`src/rtl/sorted_set_engine_core_assert.svh`:
```
// Assertion macros for the sorted set engine, used by the sequencer.
`ifndef SORTED_SET_ENGINE_CORE_ASSERT_SVH
`define SORTED_SET_ENGINE_CORE_ASSERT_SVH

// Same-cycle implication, switched off while reset is held.
`define SSE_ASSERT_IMPLY(lbl, clk, rst_n, ante, cons) \
    lbl: assert property (@(posedge clk) disable iff (!rst_n) (ante) |-> (cons)) \
        else $error("sorted set engine: same-cycle check failed");

// Next-cycle implication, switched off while reset is held.
`define SSE_ASSERT_NEXT(lbl, clk, rst_n, ante, cons) \
    lbl: assert property (@(posedge clk) disable iff (!rst_n) (ante) |=> (cons)) \
        else $error("sorted set engine: next-cycle check failed");

`endif

```
`src/rtl/sse_pkg.sv`:
```
// Package of types and constants for the sorted set engine.
package sse_pkg;

    // Default store capacity and field widths.
    localparam int SSE_CAPACITY    = 16;
    localparam int SSE_DATA_W      = 32;
    localparam int SSE_COUNT_OUT_W = 5;

    // Command codes carried by an item.
    typedef enum logic [1:0] {
        CMD_INSERT = 2'd0,
        CMD_DELETE = 2'd1,
        CMD_SEARCH = 2'd2,
        CMD_POP    = 2'd3
    } t_cmd;

    // Status codes returned with every result.
    typedef enum logic [1:0] {
        STAT_OK    = 2'd0,
        STAT_FULL  = 2'd1,
        STAT_EMPTY = 2'd2
    } t_status;

    // Sequencer states.
    typedef enum logic [3:0] {
        ST_IDLE,
        ST_PROBE,
        ST_COMPARE,
        ST_DECIDE,
        ST_POP_HEAD,
        ST_SHIFT_UP,
        ST_PLACE,
        ST_SHIFT_DN,
        ST_DONE
    } t_state;

    // One result item as handed from the sequencer to the output register.
    typedef struct packed {
        logic                              found;
        logic signed [SSE_DATA_W-1:0]      popped_value;
        logic        [SSE_COUNT_OUT_W-1:0] entry_count;
        t_status                           status;
    } t_result;

endpackage

```
`src/rtl/sorted_set_engine_core.sv`:
```
// Top level of the sorted set engine: sequencer, store RAM and result register.
//
//   channel   direction   handshake                    payload
//   input     in          i_in_valid / o_in_ready      i_cmd, i_value
//   result    out         o_out_valid / i_out_ready    o_found, o_popped_value,
//                                                      o_entry_count, o_status
//
// An item is accepted only once the one before it is done. Insert, delete and search make
// P binary-search probes (at most floor(log2(count)) + 1), each a RAM read and a compare;
// an edit then moves S entries, one per cycle through the single RAM write port, and an
// inserted value is placed after a shift. A pop skips the search, and moves nothing on an
// empty store. Reset empties the store at once through the count.
// The sequencer holds its result while the output register is full; input waits meanwhile.
module sorted_set_engine_core
    import sse_pkg::*;
#(
    parameter int CAPACITY = SSE_CAPACITY
) (
    input  logic                             i_clk,
    input  logic                             i_rst_n,
    input  logic                             i_in_valid,
    output logic                             o_in_ready,
    input  logic [1:0]                       i_cmd,
    input  logic signed [SSE_DATA_W-1:0]     i_value,
    output logic                             o_out_valid,
    input  logic                             i_out_ready,
    output logic                             o_found,
    output logic signed [SSE_DATA_W-1:0]     o_popped_value,
    output logic [SSE_COUNT_OUT_W-1:0]       o_entry_count,
    output logic [1:0]                       o_status
);

    localparam int AW = $clog2(CAPACITY);

    logic                  w_ram_we;
    logic [AW-1:0]         w_ram_waddr;
    logic [SSE_DATA_W-1:0] w_ram_wdata;
    logic [AW-1:0]         w_ram_raddr;
    logic [SSE_DATA_W-1:0] w_ram_rdata;
    logic                  w_res_valid;
    logic                  w_res_take;
    t_result               w_res;

    logic                  r_out_valid;
    t_result               r_out;

    // The result register can load when empty or being emptied.
    assign w_res_take = !r_out_valid || i_out_ready;

    sse_ctrl #(
        .CAPACITY (CAPACITY)
    ) u_ctrl (
        .i_clk       (i_clk),
        .i_rst_n     (i_rst_n),
        .i_in_valid  (i_in_valid),
        .o_in_ready  (o_in_ready),
        .i_cmd       (i_cmd),
        .i_value     (i_value),
        .o_res_valid (w_res_valid),
        .i_res_take  (w_res_take),
        .o_res       (w_res),
        .o_ram_we    (w_ram_we),
        .o_ram_waddr (w_ram_waddr),
        .o_ram_wdata (w_ram_wdata),
        .o_ram_raddr (w_ram_raddr),
        .i_ram_rdata (w_ram_rdata)
    );

    sse_ram #(
        .WIDTH (SSE_DATA_W),
        .DEPTH (CAPACITY)
    ) u_store (
        .i_clk   (i_clk),
        .i_we    (w_ram_we),
        .i_waddr (w_ram_waddr),
        .i_wdata (w_ram_wdata),
        .i_raddr (w_ram_raddr),
        .o_rdata (w_ram_rdata)
    );

    // Output valid flag.
    always_ff @(posedge i_clk) begin
        if (!i_rst_n) begin
            r_out_valid <= 1'b0;
        end else if (w_res_valid) begin
            r_out_valid <= 1'b1;
        end else if (i_out_ready) begin
            r_out_valid <= 1'b0;
        end
    end

    // Output payload.
    always_ff @(posedge i_clk) begin
        if (w_res_valid) begin
            r_out <= w_res;
        end
    end

    assign o_out_valid    = r_out_valid;
    assign o_found        = r_out.found;
    assign o_popped_value = r_out.popped_value;
    assign o_entry_count  = r_out.entry_count;
    assign o_status       = r_out.status;

endmodule

```
`src/rtl/sse_ram.sv`:
```
// Generic simple dual-port RAM with one write port and a registered read port.
module sse_ram
    import sse_pkg::*;
#(
    parameter int WIDTH = SSE_DATA_W,
    parameter int DEPTH = SSE_CAPACITY
) (
    input  logic                     i_clk,
    input  logic                     i_we,
    input  logic [$clog2(DEPTH)-1:0] i_waddr,
    input  logic [WIDTH-1:0]         i_wdata,
    input  logic [$clog2(DEPTH)-1:0] i_raddr,
    output logic [WIDTH-1:0]         o_rdata
);

    logic [WIDTH-1:0] r_mem [DEPTH];
    logic [WIDTH-1:0] r_rdata;

    // Write port and registered read port.
    always_ff @(posedge i_clk) begin
        if (i_we) begin
            r_mem[i_waddr] <= i_wdata;
        end
        r_rdata <= r_mem[i_raddr];
    end

    assign o_rdata = r_rdata;

endmodule

```
`src/rtl/sse_ctrl.sv`:
```
// Sequencer: binary search over the stored entries (skipped for a pop), then a shift of the store one entry a cycle.
`include "sorted_set_engine_core_assert.svh"

module sse_ctrl
    import sse_pkg::*;
#(
    parameter int CAPACITY = SSE_CAPACITY
) (
    input  logic                        i_clk,
    input  logic                        i_rst_n,
    // Input item channel
    input  logic                        i_in_valid,
    output logic                        o_in_ready,
    input  logic [1:0]                  i_cmd,
    input  logic signed [SSE_DATA_W-1:0] i_value,
    // Result towards the output register
    output logic                        o_res_valid,
    input  logic                        i_res_take,
    output t_result                     o_res,
    // Store RAM
    output logic                        o_ram_we,
    output logic [$clog2(CAPACITY)-1:0] o_ram_waddr,
    output logic [SSE_DATA_W-1:0]       o_ram_wdata,
    output logic [$clog2(CAPACITY)-1:0] o_ram_raddr,
    input  logic [SSE_DATA_W-1:0]       i_ram_rdata
);

    localparam int AW = $clog2(CAPACITY);
    localparam int CW = $clog2(CAPACITY + 1);

    t_state                      r_state, n_state;
    t_cmd                        r_cmd, n_cmd;
    logic signed [SSE_DATA_W-1:0] r_value, n_value;
    logic [CW-1:0]               r_count, n_count;
    logic [CW-1:0]               r_lo, n_lo;
    logic [CW-1:0]               r_hi, n_hi;
    logic [AW-1:0]               r_mid, n_mid;
    logic [AW-1:0]               r_ptr, n_ptr;
    logic                        r_found, n_found;
    logic [SSE_DATA_W-1:0]       r_popped, n_popped;
    t_status                     r_status, n_status;

    logic [CW:0]                 w_sum;
    logic [CW:0]                 w_mid_full;
    logic [AW-1:0]               w_mid;
    logic [CW-1:0]               w_cnt_m1;
    logic [AW-1:0]               w_cnt_m1_addr;
    logic [AW-1:0]               w_lo_addr;
    logic [CW-1:0]               w_ptr_ext;
    logic [31:0]                 w_cnt32;

    // Midpoint of the search window and other derived indexes.
    assign w_sum         = (CW+1)'(r_lo) + (CW+1)'(r_hi);
    assign w_mid_full    = w_sum >> 1;
    assign w_mid         = w_mid_full[AW-1:0];
    assign w_cnt_m1      = r_count - CW'(1);
    assign w_cnt_m1_addr = w_cnt_m1[AW-1:0];
    assign w_lo_addr     = r_lo[AW-1:0];
    assign w_ptr_ext     = CW'(r_ptr);
    assign w_cnt32       = 32'(r_count);

    // Control registers.
    always_ff @(posedge i_clk) begin
        if (!i_rst_n) begin
            r_state <= ST_IDLE;
            r_count <= '0;
        end else begin
            r_state <= n_state;
            r_count <= n_count;
        end
    end

    // Working registers of the item in flight.
    always_ff @(posedge i_clk) begin
        r_cmd    <= n_cmd;
        r_value  <= n_value;
        r_lo     <= n_lo;
        r_hi     <= n_hi;
        r_mid    <= n_mid;
        r_ptr    <= n_ptr;
        r_found  <= n_found;
        r_popped <= n_popped;
        r_status <= n_status;
    end

    // Next state, RAM accesses and working values.
    always_comb begin
        n_state     = r_state;
        n_cmd       = r_cmd;
        n_value     = r_value;
        n_count     = r_count;
        n_lo        = r_lo;
        n_hi        = r_hi;
        n_mid       = r_mid;
        n_ptr       = r_ptr;
        n_found     = r_found;
        n_popped    = r_popped;
        n_status    = r_status;
        o_in_ready  = 1'b0;
        o_res_valid = 1'b0;
        o_ram_we    = 1'b0;
        o_ram_waddr = r_ptr;
        o_ram_wdata = i_ram_rdata;
        o_ram_raddr = r_ptr;

        case (r_state)
            ST_IDLE: begin
                o_in_ready = 1'b1;
                if (i_in_valid) begin
                    n_cmd    = t_cmd'(i_cmd);
                    n_value  = i_value;
                    n_lo     = '0;
                    n_hi     = r_count;
                    n_found  = 1'b0;
                    n_popped = '0;
                    n_status = STAT_OK;
                    if (t_cmd'(i_cmd) == CMD_POP) begin
                        if (r_count == '0) begin
                            n_status = STAT_EMPTY;
                            n_state  = ST_DONE;
                        end else begin
                            o_ram_raddr = '0;
                            n_state     = ST_POP_HEAD;
                        end
                    end else begin
                        n_state = ST_PROBE;
                    end
                end
            end

            // Issue a read of the midpoint while the window is not empty.
            ST_PROBE: begin
                if (r_lo < r_hi) begin
                    o_ram_raddr = w_mid;
                    n_mid       = w_mid;
                    n_state     = ST_COMPARE;
                end else begin
                    n_state = ST_DECIDE;
                end
            end

            // Narrow the window; an equal entry marks the value as present.
            ST_COMPARE: begin
                if ($signed(i_ram_rdata) < r_value) begin
                    n_lo = CW'(r_mid) + CW'(1);
                end else begin
                    n_hi = CW'(r_mid);
                    if (i_ram_rdata == r_value) begin
                        n_found = 1'b1;
                    end
                end
                n_state = ST_PROBE;
            end

            // The lower bound is in r_lo; choose the edit to make.
            ST_DECIDE: begin
                case (r_cmd)
                    CMD_INSERT: begin
                        if (r_found) begin
                            n_state = ST_DONE;
                        end else if (r_count == CW'(CAPACITY)) begin
                            n_status = STAT_FULL;
                            n_state  = ST_DONE;
                        end else if (r_lo == r_count) begin
                            o_ram_we    = 1'b1;
                            o_ram_waddr = w_lo_addr;
                            o_ram_wdata = r_value;
                            n_count     = r_count + CW'(1);
                            n_state     = ST_DONE;
                        end else begin
                            o_ram_raddr = w_cnt_m1_addr;
                            n_ptr       = w_cnt_m1_addr;
                            n_state     = ST_SHIFT_UP;
                        end
                    end
                    CMD_DELETE: begin
                        if (!r_found) begin
                            n_state = ST_DONE;
                        end else if (r_lo == w_cnt_m1) begin
                            n_count = w_cnt_m1;
                            n_state = ST_DONE;
                        end else begin
                            o_ram_raddr = w_lo_addr + AW'(1);
                            n_ptr       = w_lo_addr + AW'(1);
                            n_state     = ST_SHIFT_DN;
                        end
                    end
                    default: begin
                        n_state = ST_DONE;
                    end
                endcase
            end

            // Head entry arrives; close the gap it leaves.
            ST_POP_HEAD: begin
                n_popped = i_ram_rdata;
                if (r_count == CW'(1)) begin
                    n_count = w_cnt_m1;
                    n_state = ST_DONE;
                end else begin
                    o_ram_raddr = AW'(1);
                    n_ptr       = AW'(1);
                    n_state     = ST_SHIFT_DN;
                end
            end

            // Move entries up by one, from the top down to the insert position.
            ST_SHIFT_UP: begin
                o_ram_we    = 1'b1;
                o_ram_waddr = r_ptr + AW'(1);
                o_ram_wdata = i_ram_rdata;
                if (w_ptr_ext == r_lo) begin
                    n_state = ST_PLACE;
                end else begin
                    o_ram_raddr = r_ptr - AW'(1);
                    n_ptr       = r_ptr - AW'(1);
                end
            end

            // Write the new value into the freed slot.
            ST_PLACE: begin
                o_ram_we    = 1'b1;
                o_ram_waddr = w_lo_addr;
                o_ram_wdata = r_value;
                n_count     = r_count + CW'(1);
                n_state     = ST_DONE;
            end

            // Move entries down by one, up to the last stored entry.
            ST_SHIFT_DN: begin
                o_ram_we    = 1'b1;
                o_ram_waddr = r_ptr - AW'(1);
                o_ram_wdata = i_ram_rdata;
                if (w_ptr_ext == w_cnt_m1) begin
                    n_count = w_cnt_m1;
                    n_state = ST_DONE;
                end else begin
                    o_ram_raddr = r_ptr + AW'(1);
                    n_ptr       = r_ptr + AW'(1);
                end
            end

            // Hand the result over once the output register can take it.
            ST_DONE: begin
                if (i_res_take) begin
                    o_res_valid = 1'b1;
                    n_state     = ST_IDLE;
                end
            end

            default: begin
                n_state = ST_IDLE;
            end
        endcase
    end

    // Result fields.
    assign o_res.found        = r_found;
    assign o_res.popped_value = $signed(r_popped);
    assign o_res.entry_count  = w_cnt32[SSE_COUNT_OUT_W-1:0];
    assign o_res.status       = r_status;

    // The count never passes the capacity.
    `SSE_ASSERT_IMPLY(a_count_bound, i_clk, i_rst_n, 1'b1, r_count <= CW'(CAPACITY))
    // A full status is only given when the store really is full.
    `SSE_ASSERT_IMPLY(a_full_real, i_clk, i_rst_n, o_res_valid && r_status == STAT_FULL,
        r_count == CW'(CAPACITY))
    // Only a pop returns a value.
    `SSE_ASSERT_IMPLY(a_pop_only, i_clk, i_rst_n, o_res_valid && r_popped != '0,
        r_cmd == CMD_POP)
    // The downward shift never reaches below the removed position.
    `SSE_ASSERT_IMPLY(a_shift_dn_range, i_clk, i_rst_n, r_state == ST_SHIFT_DN,
        w_ptr_ext > r_lo && w_ptr_ext < r_count)
    // Placing a new value grows the count by exactly one.
    `SSE_ASSERT_NEXT(a_place_grows, i_clk, i_rst_n, r_state == ST_PLACE,
        r_count == $past(r_count) + CW'(1))

endmodule

```
`config.mk`:
```
export PLATFORM = sky130hd
export DESIGN_NAME = sorted_set_engine_core
export DESIGN_NICKNAME = d
export VERILOG_FILES = /design/src/rtl/sse_pkg.sv /design/src/rtl/sorted_set_engine_core.sv /design/src/rtl/sse_ram.sv /design/src/rtl/sse_ctrl.sv
export VERILOG_INCLUDE_DIRS = /design/src /design/src/rtl
export SDC_FILE = /design/constraint.sdc
export NUM_CORES = 1
export LEC_CHECK = 0
export ABC_AREA = 0
export ABC_CLOCK_PERIOD_IN_PS = 8700
export BUFFER_PORTS_ARGS = -buffer_cell sky130_fd_sc_hd__buf_2
export CAP_MARGIN = 15
export CORE_ASPECT_RATIO = 0.8
export CORE_MARGIN = 2
export CORE_UTILIZATION = 40
export CTS_CLUSTER_DIAMETER = 40
export CTS_CLUSTER_SIZE = 16
export DETAILED_ROUTE_END_ITERATION = 12
export PLACE_DENSITY_LB_ADDON = 0.15
export SLEW_MARGIN = 20
export SYNTH_ARGS = -nofsm -noshare
export SYNTH_HDL_FRONTEND = slang
export SYNTH_HIERARCHICAL = 1
export SYNTH_SLANG_ARGS = --single-unit
```
`constraint.sdc`:
```
create_clock -name i_clk -period 8.7 [get_ports i_clk]
set_clock_uncertainty 0.15 [all_clocks]
set_input_delay 1.305 -clock i_clk [delete_from_list [all_inputs] [get_ports i_clk]]
set_output_delay 1.305 -clock i_clk [all_outputs]
set_load 0.05 [all_outputs]
```
======== Word-level counts from Yosys, hierarchy flattened ========
Memories as Yosys holds them, arrays and structs flattened. A register that Yosys moved wholly into a read port is not among the register bits.
Cells that the tools add are included.
storage, ports and cells
  flip-flop bits (word level) ............. 137
  latch bits .............................. 0
  RAM bits ................................ 512
  ROM bits ................................ 0
  input bits .............................. 38
  logic and storage cells ................. 161
  memories ................................ 1
memory list
  name           words  bits a word  read ports  clocked after memory_dff  write ports  RTL line       RTL
  u_store.r_mem  16     32           1           1                         1            sse_ram.sv:16  logic [WIDTH-1:0] r_mem [DEPTH];
cells by class
  $add $sub $neg .......................... 7
  $mul .................................... 0
  divide/modulo/power cells ............... 0
  magnitude comparators ................... 2
  eq/ne operators ......................... 34
  shift operators ......................... 0
  muxes and demuxes ....................... 80
  bitwise operators ....................... 0
  reduce and logical (&&, ||, !) cells .... 21
operator list
  cell                   number
  $mux W32               5
  $pmux W32 S2           2
  $mux W4                28
  $mux W5                11
  $pmux W4 S9            1
  $eq A32 B32 Y1         1
  $lt A32 B32 Y1         1
  $pmux W4 S4            2
  $pmux W5 S2            3
  $pmux W4 S6            1
  $pmux W5 S4            1
  $eq A4 B3 Y1 const B   4
  $pmux W4 S2            2
  $mux W1                15
  $ne A2 B1 Y1 const B   7
  $mux W2                6
  $ne A3 B2 Y1 const B   4
  $eq A4 B5 Y1           2
  $eq A5 B5 Y1           2
  $reduce_and A9 Y1      1
  $add A4 B1 Y4 const B  2
  $eq A4 B2 Y1 const B   2
  $ne A2 B2 Y1 const B   4
  $reduce_and A4 Y1      2
  26 further kinds       35

======== Logic depth before layout (Yosys ltp) ========
Gate-level depths: netlist (run 1).
  word-level depth ........................ 8
  gate-level depth with buffers ........... 15

======== By module ========
Netlist (run 1), hierarchy kept.
modules (own cells, without submodules)
  module                  times used  cells an instance  area an instance (µm²)
  sse_ram                 1           838                19,835.3
  sse_ctrl                1           623                6,104.6
  sorted_set_engine_core  1           44                 1,249.9

======== Least setup slack after synthesis (run 1) ========
No wires, ideal clock.
  path kind ............................... register to register
  from .................................... register u_ctrl.r_count[0]
  to ...................................... memory u_store/r_mem[0][0] in the netlist's numbering (enable)
  setup time .............................. 0.461 ns
  arrival time ............................ 4.951 ns
  required time ........................... 8.089 ns
  path slack .............................. 3.138 ns
  cell stages (with the launch flop) ...... 13
  buffers on the path ..................... 2
  period minus slack after synthesis ...... 5.562 ns
  cell sequence ........................... dfxtp_1 -> buf_4 -> inv_1 -> ha_1 -> nor3b_4 -> a21boi_0 -> and3_1 -> a21oi_1 -> clkbuf_1 -> o22ai_1 -> a21o_1 -> or3b_2 -> nor3_1
between the ends
  elaborated cells between the ends (all ways) .. 14
RTL lines
  what                    RTL line                      RTL
  start, declared         sse_ctrl.sv:34                logic [CW-1:0] r_count, n_count;
  start signal, assigned  sse_ctrl.sv:69                r_count <= n_count;
  $eq A5 B5 Y1            sse_ctrl.sv:164               end else if (r_lo == r_count) begin
  $mux W4                 sse_ctrl.sv:164
  $mux W4 *               sse_ctrl.sv:161               end else if (r_count == CW'(CAPACITY)) begin
  $mux W4 *               sse_ctrl.sv:159               if (r_found) begin
  $mux W4 *               sse_ctrl.sv:157               case (r_cmd)
  $pmux W4 S4 *           sse_ctrl.sv:106               case (r_state)
  net w_ram_waddr[2]      sorted_set_engine_core.sv:36  logic [AW-1:0] w_ram_waddr;
  end, declared           sse_ram.sv:16
Mark *: on every way through the listed nets, which the timed path passes. The rest lies on a longest branch.

======== Worst setup path after layout (run 1) ========
  from .................................... register u_ctrl.r_count[0]
  to ...................................... memory u_store/r_mem[0][22] in the netlist's numbering (enable)
Same word-level chain as after synthesis.

==> results.json, run 1 <==
{
  "synth_nets": 1590,
  "outcome": "complete, no violations",
  "cts_sinks": 681,
  "ys_warn_count": 6,
  "layout-drive-gt1-share": 0.271,
  "hp-start": "u_ctrl/r_popped[24]",
  "cts_max_path_buffers": 3,
  "reg2regPathDepth": 13,
  "drc": 0,
  "io_buffers": 79,
  "r2r-start": "u_ctrl/r_count[0]",
  "grt_first_pass_wirelength_um": 95700,
  "finalSetupViolations": 0,
  "area_growth_pct": 18.2,
  "place_congestion": 0.880,
  "max_cap_violations": 0,
  "critPathLaunch": "u_ctrl/r_count[0]",
  "die_y_um": 237,
  "synth_most_common_cell": "edfxtp_1",
  "hold_buffers": 0,
  "synth_top_area_share": 0.706,
  "core_area_um2": 67300,
  "holdPathEnd": "o_popped_value[24]",
  "crit_top_cell": "buf_4",
  "synth_ff_type": "edfxtp_1",
  "hold_class": "reg -> reg",
  "antenna_found_initial": 2,
  "p_per_area_nw_per_um2": 290,
  "die_x_um": 295,
  "grt_overflow": 0,
  "endpoint_kind": "register",
  "synth_seq_cells": 681,
  "fp-row-count": 85,
  "grt_usage": 0.186,
  "initial_utilization": 0.404,
  "htreeDepth": 3,
  "synthArstFlopShare": 0,
  "drt_iter0_drc": 1135,
  "critical_path_required_ns": 8.82,
  "vias_per_cell": 5.36,
  "ant_nets": 0,
  "detailed_place.area_um2": 29000,
  "fin_crit_ns": 5.26,
  "fin_setup_tns_ns": 0,
  "path_cells": "inv_1 > ha_1 > nor3b_4 > a21boi_0 > and3_1 > a21oi_4 > buf_4 > buf_4 > o22ai_1 > a21o_1 > or3b_2 > nor3_2 > buf_4",
  "syn_inst": 1505,
  "io_pins": 80,
  "rrSetupSlack_ns": 3.44,
  "dr.pass1.iters": 5,
  "worst_ep_arrival_time_ns": 5.38,
  "hpwl_um": 37000,
  "drv_slew": 0,
  "slowest_delay_ns": 0.59,
  "die-area_um2": 70100,
  "synth_area_leaders": "edfxtp_1 71%, mux4_2 11%, dfxtp_1 3.1%",
  "avgSynthCellArea_um2": 18.1,
  "clkLatencyLatePin_ns": 0.64,
  "power_mw": 9.33,
  "rsz0062_at_grt": "false",
  "synth_edf_count": 639,
  "start_kind": "register",
  "synth_seq_area_share": 0.737,
  "synth_area_um2": 27200,
  "grt_pass1_vias": 14600,
  "slew_headroom": 0.266,
  "finalHoldViolCount": 0,
  "ir_drop_mv": 0.155,
  "nets": 1741,
  "fin_area_um2": 32100,
  "synth_cell_type_count": 70,
  "wl_um": 64200,
  "hold_depth": 0,
  "critPathMaxFanout": 35,
  "cts_resized": 0,
  "cts_made_buffers": 90,
  "cp_slowest_cell": "or3b_2",
  "grt_max_degree": 77,
  "yosys.area.top_type": "edfxtp_1",
  "setup.worst_path.class": "reg -> reg",
  "post-route-period-util": 0.605,
  "cts_post_setup_buffers_inserted": 0,
  "clk_pin_slew_ns": 0.06,
  "p_leak_nw": 11.0,
  "wl_per_cell_um": 24.2,
  "via_count": 14200,
  "ys_top_cells_by_count": "639 x edfxtp_1, 128 x mux4_2, 102 x nand2_1",
  "fmax_mhz": 190,
  "cts_root_buf": "clkbuf_16",
  "tightest_slew_ns": 1.09,
  "timing.rr.end": "u_store/r_mem[0][22]",
  "cts_tree": "done"
}
-- state kept, by name (all words and copies together) (netlist names), 4 cells and up --
signal,count
u_ctrl/r_ptr,4
u_ctrl/r_hi,5
u_ctrl/r_value,32
o_entry_count,5
u_ctrl/r_count,5
u_store/r_mem,512
u_ctrl/r_mid,4
u_ctrl/r_state,4
u_ctrl/r_lo,5
u_store/o_rdata,32
o_popped_value,32
u_ctrl/r_popped,32
-- cells by family (layout without fill, tap and decap cells) --
family,Yosys count,count (layout),synth area share
DFF,681,681,0.737
and+or+nand+nor,277,277,0.0513
AOI/OAI and AO/OA,211,211,0.0527
muxes,133,133,0.108
buffers and inverters,129,357,0.0202
adders and majority gates,47,47,0.0219
xor gates and xnor gates,27,27,0.00920
other,0,1,0
-- layer usage --
metal / vias up / global-route usage / routed length, um
met5: - / 0 / 0
met4: 0 / 0.0545 / 1480
met3: 115 / 0.0320 / 3130
met2: 375 / 0.292 / 29900
met1: 7353 / 0.268 / 29700
li1: 6342 / - / -
-- final cells by class --
type,count,area [um^2]
multi-input combinational,695,6780
inverter,54,203
antenna,1,2.50
tap,913,1140
clock buffer,96,2330
clock inverter,73,812
fill,5661,35200
timing repair buffer,134,846
sequential,681,20000
-- worst max-delay path: cells and delay by family, from the launching register on --
| family | cells | cell delay, ns |
|---|---|---|
| AO/OA/AOI/OAI | 4 | 0.66 |
| buffers and inverters | 4 | 1.47 |
| flip-flops | 1 | 0.43 |
| AND/OR/NAND/NOR | 4 | 1.82 |
| adder cells (fa/ha/maj) | 1 | 0.31 |
-- cell usage in the layout, fill, tap and decap left out, types with 13 or more instances in the layout --
cell type and count:
nor2_4 13, clkinv_4 15, o21ai_0 50, nand2_1 101
buf_2 79, a21oi_1 22, and2_1 36, ha_1 46
xnor2_1 16, mux4_2 128, nand3_1 14, edfxtp_1 639
buf_4 52, inv_6 15, nor2_1 30, clkbuf_16 91
inv_1 52, a22oi_1 66, dfxtp_1 42, clkinvlp_4 13
-- power breakdown --
part	internal, mW	total [mW]	switching, mW	leakage (nW)
registers	4.04	4.16	0.123	6.19
clock network	2.20	3.75	1.55	1.50
logic	0.529	1.42	0.887	3.34
total	6.76	9.33	2.56	11.0
-- per-stage QoR --
stage / std cells / hold WS [ns] / setup slack [ns] / utilization
after floorplan: 1505 / 0.250 / 3.14 / -
after global placement: 2475 / 0.251 / 3.52 / 0.430
after detailed placement: 2477 / 0.255 / 3.38 / 0.431
after CTS: 2646 / 0.268 / 3.36 / 0.477
after global routing: 2646 / 0.269 / 3.10 / 0.477
final: 2647 / 0.266 / 3.44 / 0.477
-- how the worst max path moves through the flow --
stage,depth (start not counted),endpoint
after floorplan,12,u_store/r_mem[0][0]
after global placement,12,u_store/r_mem[15][21]
after detailed placement,12,u_store/r_mem[11][26]
after CTS,12,u_store/r_mem[15][30]
after global routing,13,u_store/r_mem[0][27]
final,13,u_store/r_mem[0][22]
Note: power is estimated with default switching activity, not from simulation.
==> run 2: changes to the inputs <==
--- a/config.mk
+++ b/config.mk
@@ -7,7 +7,7 @@
 export NUM_CORES = 1
 export LEC_CHECK = 0
 export ABC_AREA = 0
-export ABC_CLOCK_PERIOD_IN_PS = 8700
+export ABC_CLOCK_PERIOD_IN_PS = 4400
 export BUFFER_PORTS_ARGS = -buffer_cell sky130_fd_sc_hd__buf_2
 export CAP_MARGIN = 15
 export CORE_ASPECT_RATIO = 0.8
==> constraint.sdc (replaced) <==
create_clock -name i_clk -period 4.4 [get_ports i_clk]
set_clock_uncertainty 0.15 [all_clocks]
set_input_delay 0.66 -clock i_clk [delete_from_list [all_inputs] [get_ports i_clk]]
set_output_delay 0.66 -clock i_clk [all_outputs]
set_load 0.05 [all_outputs]
==> run 2 against run 1 <==
  * Combinational power rose by 110%
  * Critical endpoint is now u_store/o_rdata[2]
  * Sequential share of layout area shrank 1.5 points
  * Sequential power is 97% higher
  * Worst hold slack got worse by 0.22 ns
  * Largest cell class unchanged
  * Critical path depth did not move
  * Core utilization grew 1.2 points
  * Maximum frequency is 26% higher
  * Critical path type unchanged
  * Die area unchanged
  * Highest routed layer unchanged
  * Via count rose by 2.4%
  * Cell count rose by 2.4%
==> results.json, run 2 (same netlist as run 1, synthesis figures left out) <==
{
  "fp-row-count": 85,
  "fin_setup_tns_ns": 0,
  "grt_overflow": 0,
  "io_pins": 80,
  "met3WireLength_um": 3960,
  "pre_cts_ws_ns": 0.0751,
  "fmax_mhz": 240,
  "final_cell_mix": "639 x edfxtp_1, 128 x mux4_2, 101 x nand2_1",
  "grt_max_degree": 49,
  "n_antenna_cell": 0,
  "vias_per_cell": 5.36,
  "die-area_um2": 70100,
  "wl_met2_um": 30600,
  "cts_tree": "done",
  "endpoint_kind": "register",
  "top_layer_used": "met4",
  "dr.pass1.iters": 5,
  "max_cap_violations": 0,
  "clkLatencyLatePin_ns": 0.64,
  "post-route-period-util": 0.946,
  "p_leak_nw": 11.5,
  "finalSetupViolations": 0,
  "p_per_area_nw_per_um2": 562,
  "place_inst": 2530,
  "hold_class": "in -> reg",
  "layout-drive-gt1-share": 0.290,
  "worst_ep_arrival_time_ns": 4.53,
  "cts_root_buf": "clkbuf_16",
  "ir_drop_mv": 0.317,
  "outcome": "complete, no violations",
  "critPathMaxFanout": 36,
  "grt_pass1_vias": 14700,
  "regMostFlops": "u_store/r_mem",
  "ant_nets": 0,
  "power_mw": 18.5,
  "largest_reg_flops": 512,
  "setup.worst_path.class": "reg -> reg",
  "antenna_found_initial": 4,
  "core_area_um2": 67300,
  "die_y_um": 237,
  "drv_slew": 0,
  "io_buffers": 79,
  "wl_per_cell_um": 24.7,
  "fin_crit_ns": 4.16,
  "grt_usage": 0.195,
  "finalHoldViolCount": 0,
  "drt_iter0_drc": 1301,
  "final_common_cell": "edfxtp_1",
  "start_kind": "register",
  "hpwl_um": 38300,
  "drc": 0,
  "cts_sinks": 681,
  "place_congestion": 0.880,
  "via_count": 14500,
  "wl_um": 67000,
  "cts_max_path_buffers": 3,
  "htreeDepth": 3,
  "cts_made_buffers": 86,
  "fin_ws_ns": 0.239,
  "tightest_slew_ns": 0.815,
  "initial_utilization": 0.404,
  "die_x_um": 295,
  "clk_pin_slew_ns": 0.06,
  "slew_headroom": 0.455,
  "met1_length_um": 31100,
  "layout.cells.non_filler": 2711,
  "critical_path_required_ns": 4.76,
  "hold_slack_ns": 0.0417,
  "area_growth_pct": 21.1,
  "nets": 1810,
  "grt_first_pass_wirelength_um": 98600
}
run 2: changes by cell type in the layout (fill, tap and decap cells not counted), moves of 3 or more:
cell	change
buf_12	+22
o21ai_0	+8
clkinv_1	+7
o21ai_2	-4
bufinv_16	+4
dlygate4sd3_1	+4
clkbuf_16	-3
buf_4	+45
clkinv_4	-8
o21ai_1	-4
clkinvlp_4	-7
run 2: metal layers:
| metal | track usage | up-vias |
|---|---|---|
| met3 | 0.0367 | 89 |
| met2 | 0.300 | 463 |
| met5 | 0 | - |
| met4 | 0.0528 | 0 |
| met1 | 0.286 | 7491 |
| li1 | - | 6481 |
run 2: layout make-up:
| type | instances | area [um^2] |
|---|---|---|
| Clock buffer | 93 | 2240 |
| Clock inverter | 68 | 797 |
| Fill cell | 5581 | 34400 |
| Inverter | 54 | 203 |
| Multi-Input combinational cell | 695 | 6800 |
| Sequential cell | 681 | 20000 |
| Tap cell | 913 | 1140 |
| Timing Repair Buffer | 207 | 1720 |
run 2: worst paths after layout:
| path | from | endpoint | slack, ns | depth (start not counted) |
|---|---|---|---|---|
| setup / recovery | u_ctrl/r_count[1] | u_store/o_rdata[2] | 0.24 | 13 |
| hold reg to reg | u_ctrl/r_popped[31] | o_popped_value[31] | 0.27 | 0 |
| setup reg to reg | u_ctrl/r_count[1] | u_store/o_rdata[2] | 0.24 | 13 |
| hold / removal | i_value[10] | u_ctrl/r_value[10] | 0.04 | 1 |
run 2: what timing repair did:
item,in CTS,in global routing
hold buffers,4,0
endpoints found under the hold margin,4,0
resized for setup,0,6
buffers inserted,0,16
setup endpoints to repair,0,91
run 2: power breakdown:
group,switching [mW],internal (mW)
logic,1.79,1.23
clock network,2.91,4.38
registers,0.225,7.98
total,4.93,13.6
run 2: per-stage QoR:
| step | utilization | area, um^2 |
|---|---|---|
| after floorplan | - | 27200 |
| after global placement | 0.441 | 29700 |
| after detailed placement | 0.441 | 29700 |
| after CTS | 0.487 | 32800 |
| after global routing | 0.489 | 32900 |
| final | 0.489 | 32900 |
run 2: worst max-delay path, cell delays in order, from the launching register on:
cell and delay (ns):
dfxtp_1 0.37, inv_1 0.16, ha_2 0.28, nor3b_4 0.39
xnor2_1 0.22, nand3_1 0.16, or3b_2 0.49, nand4_1 0.15
o32a_1 0.20, o32a_4 0.26, buf_16 0.30, mux4_2 0.54
a22oi_1 0.27, nand2_1 0.08
